--- src/rtl/sed_pkg.sv ---
// ----------------------------------------------------------------------------
// sed_pkg
// Shared types, codes and helpers for the string escape decoder.
// ----------------------------------------------------------------------------
package sed_pkg;

  // Result kinds
  localparam logic [1:0] KIND_BYTE  = 2'd0;
  localparam logic [1:0] KIND_END   = 2'd1;
  localparam logic [1:0] KIND_ERROR = 2'd2;

  // Error codes
  localparam logic [1:0] ERR_ESCAPE  = 2'd0;
  localparam logic [1:0] ERR_HEX     = 2'd1;
  localparam logic [1:0] ERR_UNICODE = 2'd2;
  localparam logic [1:0] ERR_UNTERM  = 2'd3;

  // Characters of interest
  localparam logic [7:0] CH_QUOTE  = 8'h22;
  localparam logic [7:0] CH_BSLASH = 8'h5c;
  localparam logic [7:0] CH_LOW_R  = 8'h72;
  localparam logic [7:0] CH_LOW_N  = 8'h6e;
  localparam logic [7:0] CH_LOW_T  = 8'h74;
  localparam logic [7:0] CH_LOW_X  = 8'h78;
  localparam logic [7:0] CH_LOW_U  = 8'h75;
  localparam logic [7:0] CH_CR     = 8'h0d;
  localparam logic [7:0] CH_LF     = 8'h0a;
  localparam logic [7:0] CH_TAB    = 8'h09;

  // UTF-8 limits and marks
  localparam logic [15:0] UTF8_MAX1 = 16'h007f;
  localparam logic [15:0] UTF8_MAX2 = 16'h07ff;
  localparam logic [7:0]  UTF8_LEAD2 = 8'hc0;
  localparam logic [7:0]  UTF8_LEAD3 = 8'he0;
  localparam logic [7:0]  UTF8_CONT  = 8'h80;
  localparam logic [7:0]  UTF8_LOW6  = 8'h3f;

  // Most results one input byte can cause
  localparam int unsigned MAX_RESULTS = 4;

  typedef struct packed {
    logic [1:0] kind;
    logic [7:0] value;
    logic [1:0] error_code;
  } sed_result_t;

  // One request's worth of results, slot 0 first
  typedef struct packed {
    logic [2:0]                         count;
    sed_result_t [MAX_RESULTS-1:0]      res;
  } sed_burst_t;

  // Queue status seen by the front and back
  typedef struct packed {
    logic full;
    logic empty;
  } sed_q_status_t;

  typedef struct packed {
    logic       valid;
    logic [3:0] nibble;
  } sed_hex_t;

  // Decode one ASCII hex digit
  function automatic sed_hex_t hex_digit(input logic [7:0] b);
    sed_hex_t h;
    h.valid  = 1'b1;
    h.nibble = 4'd0;
    if (b >= 8'h30 && b <= 8'h39) begin
      h.nibble = 4'(b - 8'h30);
    end else if (b >= 8'h61 && b <= 8'h66) begin
      h.nibble = 4'(b - 8'h57);
    end else if (b >= 8'h41 && b <= 8'h46) begin
      h.nibble = 4'(b - 8'h37);
    end else begin
      h.valid = 1'b0;
    end
    return h;
  endfunction

  // Append one result to a burst, dropping it once the burst is full
  function automatic sed_burst_t add_result(input sed_burst_t b, input logic [1:0] kind,
                                            input logic [7:0] value,
                                            input logic [1:0] code);
    sed_burst_t r;
    r = b;
    if (b.count < 3'(MAX_RESULTS)) begin
      r.res[b.count[1:0]].kind       = kind;
      r.res[b.count[1:0]].value      = value;
      r.res[b.count[1:0]].error_code = code;
      r.count                        = b.count + 3'd1;
    end
    return r;
  endfunction

endpackage

--- src/rtl/sed_front.sv ---
// ----------------------------------------------------------------------------
// sed_front
// Accepts raw string bytes, tracks the escape mode and builds the burst of
// results each byte causes.
// ----------------------------------------------------------------------------
module sed_front (
  input  logic                   clk,
  input  logic                   rst,
  input  logic                   in_valid,
  output logic                   in_stall,
  input  logic [7:0]             data_byte,
  input  logic                   final_byte,
  input  sed_pkg::sed_q_status_t q_status,
  output logic                   push,
  output sed_pkg::sed_burst_t    burst
);

  typedef enum logic [5:0] {
    MODE_PLAIN     = 6'b000001,
    MODE_ESC       = 6'b000010,
    MODE_OCT       = 6'b000100,
    MODE_HEX_FIRST = 6'b001000,
    MODE_HEX       = 6'b010000,
    MODE_UNI       = 6'b100000
  } mode_t;

  mode_t       mode, mode_next;
  logic [15:0] acc, acc_next;
  logic [2:0]  digits, digits_next;
  logic        latched, latched_next;

  logic             accept;
  logic             do_plain;
  logic             closed;
  logic             err;
  logic             is_oct;
  sed_pkg::sed_hex_t hx;
  logic [15:0]      oct_acc;
  logic [15:0]      uni_cp;
  logic [2:0]       digits_inc;
  sed_pkg::sed_burst_t b;

  // Stall only on a full queue
  assign in_stall = q_status.full;
  assign accept   = in_valid && !in_stall;

  assign hx         = sed_pkg::hex_digit(data_byte);
  assign is_oct     = (data_byte[7:3] == 5'b00110);
  assign oct_acc    = {acc[12:0], data_byte[2:0]};
  assign uni_cp     = {acc[11:0], hx.nibble};
  assign digits_inc = digits + 3'd1;

  // Decode one byte against the current mode
  always_comb begin
    mode_next    = mode;
    acc_next     = acc;
    digits_next  = digits;
    latched_next = latched;
    do_plain     = 1'b0;
    closed       = 1'b0;
    err          = 1'b0;
    b            = '0;

    if (latched) begin
      // Drop everything until a final request
      if (final_byte) begin
        mode_next    = MODE_PLAIN;
        acc_next     = '0;
        digits_next  = '0;
        latched_next = 1'b0;
      end
    end else begin
      unique case (mode)
        MODE_ESC: begin
          mode_next = MODE_PLAIN;
          priority if (data_byte == sed_pkg::CH_LOW_R) begin
            b = sed_pkg::add_result(b, sed_pkg::KIND_BYTE, sed_pkg::CH_CR, sed_pkg::ERR_ESCAPE);
          end else if (data_byte == sed_pkg::CH_LOW_N) begin
            b = sed_pkg::add_result(b, sed_pkg::KIND_BYTE, sed_pkg::CH_LF, sed_pkg::ERR_ESCAPE);
          end else if (data_byte == sed_pkg::CH_LOW_T) begin
            b = sed_pkg::add_result(b, sed_pkg::KIND_BYTE, sed_pkg::CH_TAB, sed_pkg::ERR_ESCAPE);
          end else if (data_byte == sed_pkg::CH_BSLASH || data_byte == sed_pkg::CH_QUOTE) begin
            b = sed_pkg::add_result(b, sed_pkg::KIND_BYTE, data_byte, sed_pkg::ERR_ESCAPE);
          end else if (is_oct) begin
            acc_next    = {13'd0, data_byte[2:0]};
            digits_next = 3'd1;
            mode_next   = MODE_OCT;
          end else if (data_byte == sed_pkg::CH_LOW_X) begin
            mode_next = MODE_HEX_FIRST;
          end else if (data_byte == sed_pkg::CH_LOW_U) begin
            acc_next    = '0;
            digits_next = '0;
            mode_next   = MODE_UNI;
          end else begin
            b   = sed_pkg::add_result(b, sed_pkg::KIND_ERROR, 8'd0, sed_pkg::ERR_ESCAPE);
            err = 1'b1;
          end
        end
        MODE_OCT: begin
          if (is_oct) begin
            acc_next    = oct_acc;
            digits_next = digits_inc;
            if (digits_inc >= 3'd3) begin
              b = sed_pkg::add_result(b, sed_pkg::KIND_BYTE, oct_acc[7:0], sed_pkg::ERR_ESCAPE);
              mode_next = MODE_PLAIN;
            end
          end else begin
            b = sed_pkg::add_result(b, sed_pkg::KIND_BYTE, acc[7:0], sed_pkg::ERR_ESCAPE);
            do_plain = 1'b1;
          end
        end
        MODE_HEX_FIRST: begin
          if (!hx.valid) begin
            b   = sed_pkg::add_result(b, sed_pkg::KIND_ERROR, 8'd0, sed_pkg::ERR_HEX);
            err = 1'b1;
          end else begin
            acc_next    = {12'd0, hx.nibble};
            digits_next = 3'd1;
            mode_next   = MODE_HEX;
          end
        end
        MODE_HEX: begin
          if (hx.valid) begin
            b = sed_pkg::add_result(b, sed_pkg::KIND_BYTE, {acc[3:0], hx.nibble},
                                    sed_pkg::ERR_ESCAPE);
            mode_next = MODE_PLAIN;
          end else begin
            b = sed_pkg::add_result(b, sed_pkg::KIND_BYTE, acc[7:0], sed_pkg::ERR_ESCAPE);
            do_plain = 1'b1;
          end
        end
        MODE_UNI: begin
          if (!hx.valid) begin
            b   = sed_pkg::add_result(b, sed_pkg::KIND_ERROR, 8'd0, sed_pkg::ERR_UNICODE);
            err = 1'b1;
          end else begin
            acc_next    = uni_cp;
            digits_next = digits_inc;
            if (digits_inc >= 3'd4) begin
              // Encode the code point as UTF-8
              if (uni_cp <= sed_pkg::UTF8_MAX1) begin
                b = sed_pkg::add_result(b, sed_pkg::KIND_BYTE, uni_cp[7:0], sed_pkg::ERR_ESCAPE);
              end else if (uni_cp <= sed_pkg::UTF8_MAX2) begin
                b = sed_pkg::add_result(b, sed_pkg::KIND_BYTE,
                                        sed_pkg::UTF8_LEAD2 | {3'd0, uni_cp[10:6]},
                                        sed_pkg::ERR_ESCAPE);
                b = sed_pkg::add_result(b, sed_pkg::KIND_BYTE,
                                        sed_pkg::UTF8_CONT | (uni_cp[7:0] & sed_pkg::UTF8_LOW6),
                                        sed_pkg::ERR_ESCAPE);
              end else begin
                b = sed_pkg::add_result(b, sed_pkg::KIND_BYTE,
                                        sed_pkg::UTF8_LEAD3 | {4'd0, uni_cp[15:12]},
                                        sed_pkg::ERR_ESCAPE);
                b = sed_pkg::add_result(b, sed_pkg::KIND_BYTE,
                                        sed_pkg::UTF8_CONT | (uni_cp[13:6] & sed_pkg::UTF8_LOW6),
                                        sed_pkg::ERR_ESCAPE);
                b = sed_pkg::add_result(b, sed_pkg::KIND_BYTE,
                                        sed_pkg::UTF8_CONT | (uni_cp[7:0] & sed_pkg::UTF8_LOW6),
                                        sed_pkg::ERR_ESCAPE);
              end
              mode_next = MODE_PLAIN;
            end
          end
        end
        MODE_PLAIN: begin
          do_plain = 1'b1;
        end
        default: begin
          do_plain = 1'b1;
        end
      endcase

      // Handle a plain body byte, also the one that ends a numeric escape
      if (do_plain) begin
        mode_next = MODE_PLAIN;
        if (data_byte == sed_pkg::CH_QUOTE) begin
          b      = sed_pkg::add_result(b, sed_pkg::KIND_END, 8'd0, sed_pkg::ERR_ESCAPE);
          closed = 1'b1;
        end else if (data_byte == sed_pkg::CH_BSLASH) begin
          mode_next = MODE_ESC;
        end else begin
          b = sed_pkg::add_result(b, sed_pkg::KIND_BYTE, data_byte, sed_pkg::ERR_ESCAPE);
        end
      end

      // Close out on a final request, or latch an error
      if (final_byte) begin
        if (!err && !closed) begin
          b = sed_pkg::add_result(b, sed_pkg::KIND_ERROR, 8'd0, sed_pkg::ERR_UNTERM);
        end
        mode_next    = MODE_PLAIN;
        acc_next     = '0;
        digits_next  = '0;
        latched_next = 1'b0;
      end else if (err) begin
        mode_next    = MODE_PLAIN;
        acc_next     = '0;
        digits_next  = '0;
        latched_next = 1'b1;
      end
    end
  end

  // Queue only requests that cause results
  assign push  = accept && (b.count != 3'd0);
  assign burst = b;

  // Advance decode state on each accepted request
  always_ff @(posedge clk) begin
    if (rst) begin
      mode    <= MODE_PLAIN;
      acc     <= '0;
      digits  <= '0;
      latched <= 1'b0;
    end else if (accept) begin
      mode    <= mode_next;
      acc     <= acc_next;
      digits  <= digits_next;
      latched <= latched_next;
    end
  end

`ifndef SYNTHESIS
  a_push_count: assert property (@(posedge clk) disable iff (rst)
    push |-> (burst.count != 3'd0 && burst.count <= 3'(sed_pkg::MAX_RESULTS)))
    else $error("front pushed a burst with a bad result count");
`endif

endmodule

--- src/rtl/sed_queue.sv ---
// ----------------------------------------------------------------------------
// sed_queue
// Short queue of result bursts between the front and the back.
// ----------------------------------------------------------------------------
module sed_queue #(
  parameter int unsigned DEPTH = 4
) (
  input  logic                   clk,
  input  logic                   rst,
  input  logic                   push,
  input  sed_pkg::sed_burst_t    push_burst,
  input  logic                   pop,
  output sed_pkg::sed_burst_t    head,
  output sed_pkg::sed_q_status_t q_status
);

  localparam int unsigned PTR_W = (DEPTH > 1) ? $clog2(DEPTH) : 1;
  localparam int unsigned CNT_W = $clog2(DEPTH + 1);

  sed_pkg::sed_burst_t store [DEPTH];
  logic [PTR_W-1:0]    wptr;
  logic [PTR_W-1:0]    rptr;
  logic [CNT_W-1:0]    used;

  assign q_status.full  = (used == CNT_W'(DEPTH));
  assign q_status.empty = (used == '0);
  assign head           = store[rptr];

  // Write the entry at the tail
  always_ff @(posedge clk) begin
    if (push) begin
      store[wptr] <= push_burst;
    end
  end

  // Advance pointers and occupancy
  always_ff @(posedge clk) begin
    if (rst) begin
      wptr <= '0;
      rptr <= '0;
      used <= '0;
    end else begin
      if (push) begin
        wptr <= (wptr == PTR_W'(DEPTH - 1)) ? '0 : wptr + 1'b1;
      end
      if (pop) begin
        rptr <= (rptr == PTR_W'(DEPTH - 1)) ? '0 : rptr + 1'b1;
      end
      if (push && !pop) begin
        used <= used + 1'b1;
      end else if (pop && !push) begin
        used <= used - 1'b1;
      end
    end
  end

`ifndef SYNTHESIS
  a_no_overflow: assert property (@(posedge clk) disable iff (rst)
    q_status.full |-> !push)
    else $error("queue written while full");
  a_no_underflow: assert property (@(posedge clk) disable iff (rst)
    q_status.empty |-> !pop)
    else $error("queue read while empty");
`endif

endmodule

--- src/rtl/sed_back.sv ---
// ----------------------------------------------------------------------------
// sed_back
// Takes bursts from the queue and hands their results out one per cycle, while
// the receiver does not stall, through an output register.
// ----------------------------------------------------------------------------
module sed_back (
  input  logic                   clk,
  input  logic                   rst,
  input  sed_pkg::sed_q_status_t q_status,
  input  sed_pkg::sed_burst_t    head,
  output logic                   pop,
  output logic                   out_valid,
  input  logic                   out_stall,
  output logic [1:0]             kind,
  output logic [7:0]             value,
  output logic [1:0]             error_code,
  output logic                   last_of_run
);

  logic [1:0]          idx;
  logic                load;
  logic                take;
  logic                is_last;
  sed_pkg::sed_result_t cur;

  // Refill the output register when it is empty or being taken
  assign load    = !out_valid || !out_stall;
  assign take    = load && !q_status.empty;
  assign cur     = head.res[idx];
  assign is_last = ({1'b0, idx} == (head.count - 3'd1));
  assign pop     = take && is_last;

  // Step through the slots of the head burst
  always_ff @(posedge clk) begin
    if (rst) begin
      idx       <= '0;
      out_valid <= 1'b0;
    end else if (load) begin
      out_valid <= !q_status.empty;
      if (take) begin
        idx <= is_last ? 2'd0 : idx + 2'd1;
      end
    end
  end

  // Hold the payload while stalled
  always_ff @(posedge clk) begin
    if (take) begin
      kind        <= cur.kind;
      value       <= cur.value;
      error_code  <= cur.error_code;
      last_of_run <= is_last;
    end
  end

`ifndef SYNTHESIS
  a_idx_in_burst: assert property (@(posedge clk) disable iff (rst)
    !q_status.empty |-> ({1'b0, idx} < head.count))
    else $error("slot index beyond the head burst");
`endif

endmodule

--- src/rtl/string_escape_decoder_top.sv ---
// A result passes through the burst queue and then the output register before it
// is valid on the output. Throughput: one byte per cycle; results leave one per
// cycle while the receiver does not stall, so a byte causing up to four results
// (a finished \u escape on a final byte) holds the output port until they drain,
// and the front stalls only when the burst queue fills.
// Reset (rst, synchronous) returns to plain body mode with the error latch and
// the queue cleared.
// ----------------------------------------------------------------------------
// string_escape_decoder_top
// Quoted string body decoder with C escapes and \u to UTF-8 conversion.
// ----------------------------------------------------------------------------
module string_escape_decoder_top #(
  parameter int unsigned QUEUE_DEPTH = 4
) (
  input  logic       clk,
  input  logic       rst,
  input  logic       in_valid,
  output logic       in_stall,
  input  logic [7:0] data_byte,
  input  logic       final_byte,
  output logic       out_valid,
  input  logic       out_stall,
  output logic [1:0] kind,
  output logic [7:0] value,
  output logic [1:0] error_code,
  output logic       last_of_run
);

  sed_pkg::sed_q_status_t q_status;
  sed_pkg::sed_burst_t    push_burst;
  sed_pkg::sed_burst_t    head;
  logic                   push;
  logic                   pop;

  // Classify bytes and build result bursts
  sed_front u_front (
    .clk        (clk),
    .rst        (rst),
    .in_valid   (in_valid),
    .in_stall   (in_stall),
    .data_byte  (data_byte),
    .final_byte (final_byte),
    .q_status   (q_status),
    .push       (push),
    .burst      (push_burst)
  );

  // Decouple front and back
  sed_queue #(
    .DEPTH (QUEUE_DEPTH)
  ) u_queue (
    .clk        (clk),
    .rst        (rst),
    .push       (push),
    .push_burst (push_burst),
    .pop        (pop),
    .head       (head),
    .q_status   (q_status)
  );

  // Serialise results onto the output
  sed_back u_back (
    .clk         (clk),
    .rst         (rst),
    .q_status    (q_status),
    .head        (head),
    .pop         (pop),
    .out_valid   (out_valid),
    .out_stall   (out_stall),
    .kind        (kind),
    .value       (value),
    .error_code  (error_code),
    .last_of_run (last_of_run)
  );

endmodule

--- config.mk ---
export PLATFORM = sky130hd
export DESIGN_NAME = string_escape_decoder_top
export DESIGN_NICKNAME = d
export VERILOG_FILES = /design/src/rtl/sed_pkg.sv /design/src/rtl/sed_front.sv /design/src/rtl/sed_queue.sv /design/src/rtl/sed_back.sv /design/src/rtl/string_escape_decoder_top.sv
export SDC_FILE = /design/constraint.sdc
export NUM_CORES = 1
export LEC_CHECK = 0
export BUFFER_PORTS_ARGS = -buffer_cell sky130_fd_sc_hd__buf_4
export CAP_MARGIN = 30
export CORE_ASPECT_RATIO = 1.75
export CORE_MARGIN = 1
export CORE_UTILIZATION = 65
export DETAILED_ROUTE_END_ITERATION = 8
export HOLD_SLACK_MARGIN = 0.03
export PLACE_DENSITY = 0.81
export SLEW_MARGIN = 20
export SYNTH_ARGS = -nofsm -noshare
export SYNTH_HDL_FRONTEND = slang
export SYNTH_HIERARCHICAL = 1
export SYNTH_SLANG_ARGS = --single-unit
--- constraint.sdc ---
create_clock -name clk -period 12.25 [get_ports clk]
set_input_delay 2.45 -clock clk [delete_from_list [all_inputs] [get_ports clk]]
set_output_delay 2.45 -clock clk [all_outputs]
set_load 0.005 [all_outputs]
==> results of run 1 <==
## area by class of cell
cell class              instances  area (sq um)  share of cell area
multi-input cells             487          4260               0.330
clock buffers                  26           587              0.0454
well taps                     234           293              0.0227
flip-flops and latches        251          7200               0.558
repair buffers                 42           323              0.0250
inverters                      17          63.8             0.00494
clock inverters                15           191              0.0148
## tightest hold or removal path, cell delays in order, from the launching register on
cell     delay (ns)
dfxtp_1        0.32
nand2_1        0.06
a21oi_1        0.05
## through the flow
| stage | utilization | worst slack (ns) | cell area, sq um | hold slack [ns] | std cells |
|---|---|---|---|---|---|
| global placement | 0.674 | 5.10 | 12100 | 0.462 | 1028 |
| finish | 0.719 | 5.26 | 12900 | 0.475 | 1072 |
| floorplan | - | 5.05 | 11900 | 0.446 | 814 |
| global route | 0.719 | 5.03 | 12900 | 0.491 | 1072 |
| detailed placement | 0.675 | 4.91 | 12100 | 0.468 | 1030 |
| CTS | 0.718 | 5.36 | 12900 | 0.477 | 1071 |
## flip-flops by register name, summed over array words and instances, names as in the netlist, 2 cells and up, named ones only
| signal | flops |
|---|---|
| u_back/value | 8 |
| u_front/digits | 3 |
| u_queue/rptr | 2 |
| u_back/idx | 2 |
| u_queue/wptr | 2 |
| u_back/kind | 2 |
| u_back/error_code | 2 |
| u_front/mode | 6 |
| u_front/acc | 12 |
| u_queue/used | 3 |
| u_queue/store | 204 |
## logic make-up (layout without fill, tap and decap cells)
family	count (synthesis)	in the layout	share of synthesized area
buffers and inverters	76	100	0.0386
adders and majority gates	22	22	0.0237
DFF	251	251	0.604
AOI/OAI and AO/OA	155	155	0.0940
xor gates and xnor gates	13	13	0.0102
muxes	71	71	0.126
and+or+nand+nor	226	226	0.103
## path summary, 6_finish.rpt
path,from,end,slack (ns),cells after the start
max reg2reg,u_front/mode[4],u_queue/used[2],6.88,17
min,u_front/acc[11],u_front/acc[11],0.47,2
max,data_byte[0],u_queue/used[2],5.26,20
min reg2reg,u_front/acc[11],u_front/acc[11],0.47,2
## layout by cell type (no fill, tap or decap), types with 17 or more instances in the layout
master	instances
nand2_1	48
o21ai_0	17
dfxtp_1	32
a21oi_1	55
nor2_1	58
buf_4	39
mux4_2	61
edfxtp_1	217
clkbuf_16	23
nand3_1	18
ha_1	21
## where the power goes
group | internal [mW] | total [mW] | switching, mW
registers | 1.04 | 1.08 | 0.0398
clock network | 0.433 | 0.748 | 0.315
logic | 0.197 | 0.442 | 0.245
total | 1.67 | 2.27 | 0.599
## metal layers
| layer | vias up | wire length, um | share of wire | global-route usage |
|---|---|---|---|---|
| li1 | 3208 | - | - | - |
| met1 | 3764 | 10500 | 0.32 | 0.390 |
| met2 | 501 | 17700 | 0.55 | 0.647 |
| met3 | 131 | 2120 | 0.066 | 0.0501 |
| met4 | 0 | 2010 | 0.062 | 0.192 |
| met5 | - | 0 | 0 | 0 |
==> impl_metrics.py, run 1 <==
metrics = {
    "die": {
        "dieArea_sq_um": 18900,
        "core_region_area_sq_um": 18000,
        "initial_core_util": 0.663,
        "io-pin-count": 28,
        "die_w_um": 104,
        "core.rowCount": 65,
        "fp.dieH_um": 181,
    },
    "routing": {
        "wire_per_inst_um": 30.1,
        "viasPerCell": 7.09,
        "dr_total_vias": 7604,
        "drtPass1Iterations": 6,
        "totalWireLength_um": 32300,
        "dr.first_iter.drc_count": 905,
        "drcViolationCount": 0,
        "ant_nets": 0,
    },
    "logic_synthesis": {
        "yosysMostFrequentCell": "edfxtp_1",
        "synthDistinctLibCells": 88,
        "synthCells": 814,
        "synth-edff-count": 217,
        "synthTopCellsByArea": "edfxtp_1, mux4_2, dfxtp_1",
        "ys.flop_type": "edfxtp_1",
        "syn_area_per_cell_sq_um": 14.6,
        "synth_fp_nets": 849,
        "synthesis.area_sq_um": 11900,
        "yosys_warnings": 6,
        "synth_top_area_share": 0.547,
        "ys_seq_area_frac": 0.604,
        "async_reset_ff_frac": 0,
        "synth_top_cell_by_area": "edfxtp_1",
        "synth-seq-cells": 251,
        "synthTopCellsByCount": "edfxtp_1, mux4_2, nor2_1",
    },
    "clock_network": {
        "cts_buffers": 23,
        "cts_buffer_depth": 3,
        "holdBufCountCts": 0,
        "cts.sinks": 251,
        "clock_latency_ns": 0.51,
        "cts-resized-gates": 0,
        "post_cts_buffers": 0,
        "path_clk_slew_ns": 0.07,
        "root_buffer": "clkbuf_16",
        "htreeDepth": 1,
        "cts_tree": "yes",
    },
    "setup_path": {
        "cpMaxStageDelayCell": "a2111oi_4",
        "worstPathMaxFanout": 11,
        "end_kind": "flip-flop",
        "start_kind": "primary input",
        "critPathRequiredTime_ns": 12.69,
        "path_class": "in2reg",
        "path_cells": "buf_4 > inv_1 > ha_1 > and3b_1 > o21ai_0 > o221ai_1 > a2111oi_4 > inv_1 > ha_1 > a21oi_1 > o211a_2 > xnor2_1 > nor2_1 > o31a_1 > ha_1 > inv_1 > fa_1 > xor2_1 > or3_1 > a21oi_1",
        "cpPeakStageDelay_ns": 0.60,
        "critPathTopFamily": "compound AO/OA/AOI/OAI gates",
        "worstPathArrival_ns": 7.43,
        "crit_buf_inv": 4,
    },
    "sta": {
        "hold_viol_final": 0,
        "relSlewSlack": 0.318,
        "fin_worst_skew_ns": 0.00996,
        "worst_slew_pin_slew_ns": 1.02,
        "timing.final.crit_share": 0.570,
        "drv_slew": 0,
        "period_minus_slack_ns": 6.99,
        "grt_setup_unrepaired": "no",
        "tns_ns": 0,
        "fmax_ghz": 0.143,
        "finalSetupViolCount": 0,
    },
    "grt": {
        "grt_pass1_vias": 7807,
        "gr-usage-all-layers": 0.353,
        "grt_max_degree": 52,
        "antenna_found_initial": 1,
        "grt_pass1_wl_um": 48100,
        "overflow": 0,
    },
    "hold_path": {
        "holdCritPathClass": "reg2reg",
    },
    "power": {
        "power_mw": 2.27,
        "vdd_drop_max_mv": 0.106,
        "power_leakage_nw": 4.27,
        "powerDensity_nw_per_um2": 175,
    },
    "layout": {
        "antenna_cells": 0,
        "syn_to_final_growth_pct": 8.47,
        "drive_above_1_share": 0.206,
        "num-fill-cells": 1094,
        "fin_nets": 857,
    },
    "placement": {
        "io_buffers": 27,
        "gp_congestion": 1.02,
        "dp_hpwl_um": 20900,
    },
    "outcome": {
        "status": "finished, final reports clean",
    },
    "run": {
        "drv_cap": 0,
    },
}
Note: power is estimated with default switching activity, not from simulation.
==> inputs of run 2 (changes only) <==
- ABC_AREA: not set -> 1
- CORE_UTILIZATION: 65 -> 57
- PLACE_DENSITY: 0.81 -> 0.75
- clock period: 12.25 -> 6.4 ns (I/O delays scaled with it)
==> impl_metrics.py, run 2 <==
metrics = {
    "outcome": {
        "status": "finished, final reports clean",
    },
    "die": {
        "core_region_area_sq_um": 21400,
        "die_w_um": 113,
        "fp.dieH_um": 197,
        "core.rowCount": 71,
        "dieArea_sq_um": 22300,
        "initial_core_util": 0.578,
        "io-pin-count": 28,
    },
    "grt": {
        "gr-usage-all-layers": 0.306,
        "grt_max_degree": 97,
        "grt_pass1_vias": 9255,
        "grt_pass1_wl_um": 51100,
        "overflow": 0,
        "antenna_found_initial": 0,
    },
    "routing": {
        "totalWireLength_um": 33100,
        "viasPerCell": 5.93,
        "dr_total_vias": 9227,
        "drtPass1Iterations": 7,
        "ant_nets": 0,
        "drcViolationCount": 0,
        "dr.first_iter.drc_count": 816,
        "wire_per_inst_um": 21.3,
    },
    "layout": {
        "top_register": "u_queue/store",
        "layout_commonest_cell": "nor2_1",
        "largest_reg_flops": 204,
        "num-fill-cells": 1735,
        "syn_to_final_growth_pct": 8.77,
        "instances_no_fill": 1556,
        "layout_common_cells": "nor2_1, edfxtp_1, nand2_1",
        "seqCellArea_sq_um": 7200,
        "fin_nets": 1283,
        "multi_input_area_sq_um": 4320,
        "antenna_cells": 0,
        "drive_above_1_share": 0.137,
        "top_regs": "u_queue/store (204), u_front/acc (12), u_back/value (8)",
        "final_core_util": 0.629,
    },
    "sta": {
        "tns_ns": 0,
        "fin_worst_skew_ns": 0.0143,
        "worst_slew_pin_slew_ns": 0.918,
        "grt_setup_unrepaired": "no",
        "hold_viol_final": 0,
        "drv_slew": 0,
        "timing.final.crit_share": 0.773,
        "fmax_ghz": 0.202,
        "relSlewSlack": 0.382,
        "finalSetupViolCount": 0,
        "setup_slack_ns": 1.45,
        "period_minus_slack_ns": 4.95,
    },
    "power": {
        "power_mw": 4.99,
        "power_leakage_nw": 5.11,
        "vdd_drop_max_mv": 0.259,
        "powerDensity_nw_per_um2": 370,
    },
    "logic_synthesis": {
        "yosysMostFrequentCell": "nor2_1",
        "syn_area_per_cell_sq_um": 9.99,
        "synth_fp_nets": 1274,
        "async_reset_ff_frac": 0,
        "synth-edff-count": 217,
        "synth_top_area_share": 0.526,
        "synth_top_cell_by_area": "edfxtp_1",
        "ys.flop_type": "edfxtp_1",
        "synth-seq-cells": 251,
        "synthesis.area_sq_um": 12400,
        "synthCells": 1239,
        "synthDistinctLibCells": 55,
        "synthTopCellsByCount": "nor2_1, edfxtp_1, nand2_1",
        "synthTopCellsByArea": "edfxtp_1, nor2_1, dfxtp_1",
        "yosys_warnings": 6,
        "ys_seq_area_frac": 0.581,
    },
    "clock_network": {
        "cts_buffers": 23,
        "cts_tree": "yes",
        "clock_latency_ns": 0.51,
        "holdBufCountCts": 0,
        "root_buffer": "clkbuf_16",
        "path_clk_slew_ns": 0.06,
        "cts-resized-gates": 0,
        "htreeDepth": 1,
        "cts.sinks": 251,
        "cts_buffer_depth": 3,
        "post_cts_buffers": 0,
    },
    "setup_path": {
        "r2r-start": "u_front/mode[2]",
        "path_cells": "buf_4 > inv_1 > ha_1 > nand3_1 > nand4_1 > nand2_2 > nand2_1 > inv_2 > nand2_4 > inv_2 > ha_1 > nor2_1 > a21oi_2 > ha_1 > nand4_1 > nand3_1 > nand2_1 > nor2_1 > nor2_2 > nand2_1 > inv_2 > buf_4",
        "ff2ff_path_depth": 19,
        "cpPeakStageDelay_ns": 0.37,
        "start_kind": "primary input",
        "end_kind": "flip-flop",
        "r2r-end": "u_queue/store[3][18]",
        "worstPathMaxFanout": 19,
        "critPathTopFamily": "simple AND/OR/NAND/NOR gates",
        "reg2reg_slack_ns": 1.68,
        "crit_buf_inv": 6,
        "worstPathArrival_ns": 5.12,
        "critPathRequiredTime_ns": 6.57,
        "path_class": "in2reg",
        "cpMaxStageDelayCell": "inv_2",
    },
    "placement": {
        "dp_hpwl_um": 22400,
        "gp_congestion": 1.11,
        "dp_cells": 1514,
        "post-place-ws_ns": 0.979,
        "io_buffers": 27,
    },
    "hold_path": {
        "whs_path_depth": 2,
        "holdCritPathClass": "reg2reg",
        "min_to": "u_front/acc[8]",
        "worstHoldStart": "u_front/acc[8]",
    },
    "run": {
        "drv_cap": 0,
    },
}
[run 2: cells by family after synthesis]
logic type / Yosys count / synth area share
and+or+nand+nor: 467 / 0.174
AOI/OAI and AO/OA: 321 / 0.147
DFF: 251 / 0.581
buffers and inverters: 172 / 0.0700
adders and majority gates: 22 / 0.0228
xor gates and xnor gates: 6 / 0.00425
[run 2: final cells by class]
cell class | instances | share of cell area
tap | 292 | 0.0271
clock inverter | 11 | 0.0119
timing repair buffer | 41 | 0.0271
clock buffer | 30 | 0.0454
sequential | 251 | 0.535
multi-input combinational | 816 | 0.321
inverter | 115 | 0.0327
[run 2: worst max path at each step]
| stage | from | end | depth (start not counted) |
|---|---|---|---|
| after floorplan | data_byte[0] | u_queue/store[0][0] | 20 |
| after global placement | data_byte[0] | u_queue/store[3][2] | 22 |
| after detailed placement | data_byte[0] | u_queue/store[3][14] | 22 |
| after CTS | data_byte[0] | u_queue/store[3][6] | 22 |
| after global routing | data_byte[0] | u_queue/store[3][18] | 22 |
| final | data_byte[0] | u_queue/store[3][18] | 22 |
[run 2: where the power goes]
group          total [mW]  internal (mW)  leakage (nW)  switching, mW
clock network        1.41          0.839         0.376          0.575
logic                1.45          0.495          2.44          0.960
registers            2.12           2.00          2.30          0.119
[run 2: metrics by stage]
stage / hold slack, ns / cell area [sq um]
2_1_floorplan: 0.451 / 12400
3_3_place_gp: 0.461 / 12700
3_5_place_dp: 0.460 / 12700
4_1_cts: 0.472 / 13400
5_1_grt: 0.501 / 13500
6_report: 0.473 / 13500
[run 2: worst reg2reg max path, stage by stage (launching register included)]
cell and delay (ns):
dfxtp_1 0.33, nor2_1 0.20, nand3_1 0.54, nor2_1 0.55, nand2_1 0.13, inv_2 0.15
nand2_4 0.11, inv_2 0.19, ha_1 0.26, nor2_1 0.14, a21oi_2 0.10, ha_1 0.31
nand4_1 0.09, nand3_1 0.10, nand2_1 0.08, nor2_1 0.05, nor2_2 0.20, nand2_1 0.10
inv_2 0.37, buf_4 0.38
[run 2: per-layer routing]
metal,up-vias,global-route usage,routed length [um]
met3,143,0.0421,1960
met2,404,0.547,17200
li1,4358,-,-
met1,4322,0.336,11500
met5,-,0,0
met4,0,0.206,2520
==> inputs of run 3 (changes only) <==
- CORE_UTILIZATION: 57 -> 63
- PLACE_DENSITY: 0.75 -> 0.79
- clock period: 6.4 -> 4.9 ns (I/O delays scaled with it)
==> impl_metrics.py, run 3 (synthesis results as in run 2) <==
metrics = {
    "outcome": {
        "status": "finished, final reports clean",
    },
    "setup_path": {
        "end_kind": "flip-flop",
        "path_class": "in2reg",
        "reg2reg_slack_ns": 0.64,
        "start_kind": "primary input",
        "r2r-end": "u_queue/used[2]",
        "ff2ff_path_depth": 28,
        "critPathRequiredTime_ns": 5.30,
        "worstPathMaxFanout": 8,
        "worstPathArrival_ns": 4.73,
        "r2r-start": "u_front/digits[0]",
    },
    "sta": {
        "tns_ns": 0,
        "fin_worst_skew_ns": 0.0118,
        "drv_slew": 0,
        "period_minus_slack_ns": 4.33,
        "timing.final.crit_share": 0.884,
        "hold_viol_final": 0,
        "relSlewSlack": 0.383,
        "finalSetupViolCount": 0,
        "fmax_ghz": 0.231,
        "worst_slew_pin_slew_ns": 0.926,
        "grt_setup_unrepaired": "no",
    },
    "hold_path": {
        "holdCritPathClass": "reg2reg",
        "worstHoldStart": "u_front/acc[8]",
        "whs_path_depth": 2,
        "min_to": "u_front/acc[8]",
    },
    "power": {
        "powerDensity_nw_per_um2": 473,
        "power_leakage_nw": 5.15,
        "vdd_drop_max_mv": 0.373,
    },
    "clock_network": {
        "cts_tree": "yes",
        "htreeDepth": 1,
        "holdBufCountCts": 0,
        "cts-resized-gates": 0,
        "clock_latency_ns": 0.50,
        "cts_buffers": 22,
        "cts.sinks": 251,
        "post_cts_buffers": 0,
        "cts_buffer_depth": 3,
        "path_clk_slew_ns": 0.06,
        "root_buffer": "clkbuf_16",
    },
    "die": {
        "core.rowCount": 67,
        "fp.dieH_um": 187,
        "initial_core_util": 0.645,
        "die_w_um": 108,
        "io-pin-count": 28,
        "dieArea_sq_um": 20200,
        "core_region_area_sq_um": 19200,
    },
    "layout": {
        "drive_above_1_share": 0.148,
        "top_regs": "u_queue/store (204), u_front/acc (12), u_back/value (8)",
        "syn_to_final_growth_pct": 8.61,
        "antenna_cells": 0,
        "top_register": "u_queue/store",
        "layout_commonest_cell": "nor2_1",
        "layout_common_cells": "nor2_1, edfxtp_1, nand2_1",
        "instances_no_fill": 1520,
        "largest_reg_flops": 204,
        "fin_nets": 1301,
    },
    "routing": {
        "dr.first_iter.drc_count": 832,
        "totalWireLength_um": 35800,
        "viasPerCell": 6.36,
        "wire_per_inst_um": 23.5,
        "dr_total_vias": 9665,
        "drcViolationCount": 0,
        "drtPass1Iterations": 6,
        "ant_nets": 0,
    },
    "grt": {
        "antenna_found_initial": 0,
        "gr-usage-all-layers": 0.360,
        "grt_pass1_vias": 9522,
        "globalRouteMet1Util": 0.379,
        "grt_pass1_wl_um": 53200,
        "use_met3": 0.0523,
        "overflow": 0,
        "grt_max_degree": 87,
        "grt_busiest_layer": "met2",
        "grt_util_met2": 0.637,
    },
    "placement": {
        "dp_cells": 1483,
        "dp_hpwl_um": 24800,
        "gp_congestion": 1.05,
        "io_buffers": 27,
    },
    "run": {
        "drv_cap": 0,
    },
}
run 3: critical path: stages:
cell and delay (ns):
buf_4 0.13, inv_1 0.12, ha_1 0.27, nand3_1 0.10, nand4_1 0.23, nand3_2 0.19
nand2_1 0.09, nor2_1 0.11, nand3_1 0.12, inv_1 0.10, ha_1 0.23, nor2_1 0.15
a21oi_2 0.10, inv_1 0.09, ha_1 0.15, nand3_1 0.11, nand2_1 0.09, nand2_1 0.06
nand2_1 0.08, nor2_1 0.05, nor2_2 0.13, ha_1 0.18, inv_1 0.07, fa_1 0.44
nand2_1 0.10, nand4_1 0.10, nand2_1 0.08, nor2_1 0.04
run 3: routing by layer:
layer	wire [um]	part of all wire
met5	0	0
met4	2690	0.075
met3	2530	0.071
met2	19100	0.53
met1	11500	0.32
run 3: worst max-delay path by stage:
| stage | start | endpoint | cells past startpoint | slack (ns) |
|---|---|---|---|---|
| global placement | data_byte[0] | u_queue/used[2] | 28 | 0.20 |
| finish | data_byte[0] | u_queue/used[2] | 28 | 0.57 |
| global route | data_byte[0] | u_queue/used[2] | 29 | 0.18 |
| CTS | data_byte[0] | u_queue/used[2] | 28 | 0.62 |
| floorplan | data_byte[0] | u_queue/store[0][0] | 20 | 0.14 |
| detailed placement | data_byte[0] | u_queue/used[2] | 28 | 0.12 |
run 3: stage by stage:
stage	power (mW)	hold WS [ns]	util	worst slack, ns	instance area (sq um)
floorplan	4.20	0.451	-	0.144	12400
global placement	4.65	0.461	0.665	0.200	12800
detailed placement	4.71	0.468	0.665	0.123	12800
CTS	6.36	0.479	0.700	0.618	13400
global route	6.65	0.493	0.700	0.180	13400
finish	6.36	0.474	0.700	0.568	13400
run 3: power breakdown:
part           switching (mW)  total (mW)  internal, mW
sequential              0.159        2.77          2.61
combinational            1.32        1.96         0.641
clock                   0.718        1.63         0.912
run 3: final cells by class:
type	instances	area, sq um
well taps	241	302
multi-input cells	816	4310
flip-flops and latches	251	7200
clock inverters	9	78.8
clock buffers	28	594
repair buffers	60	513
fillers	1420	5750
inverters	115	440
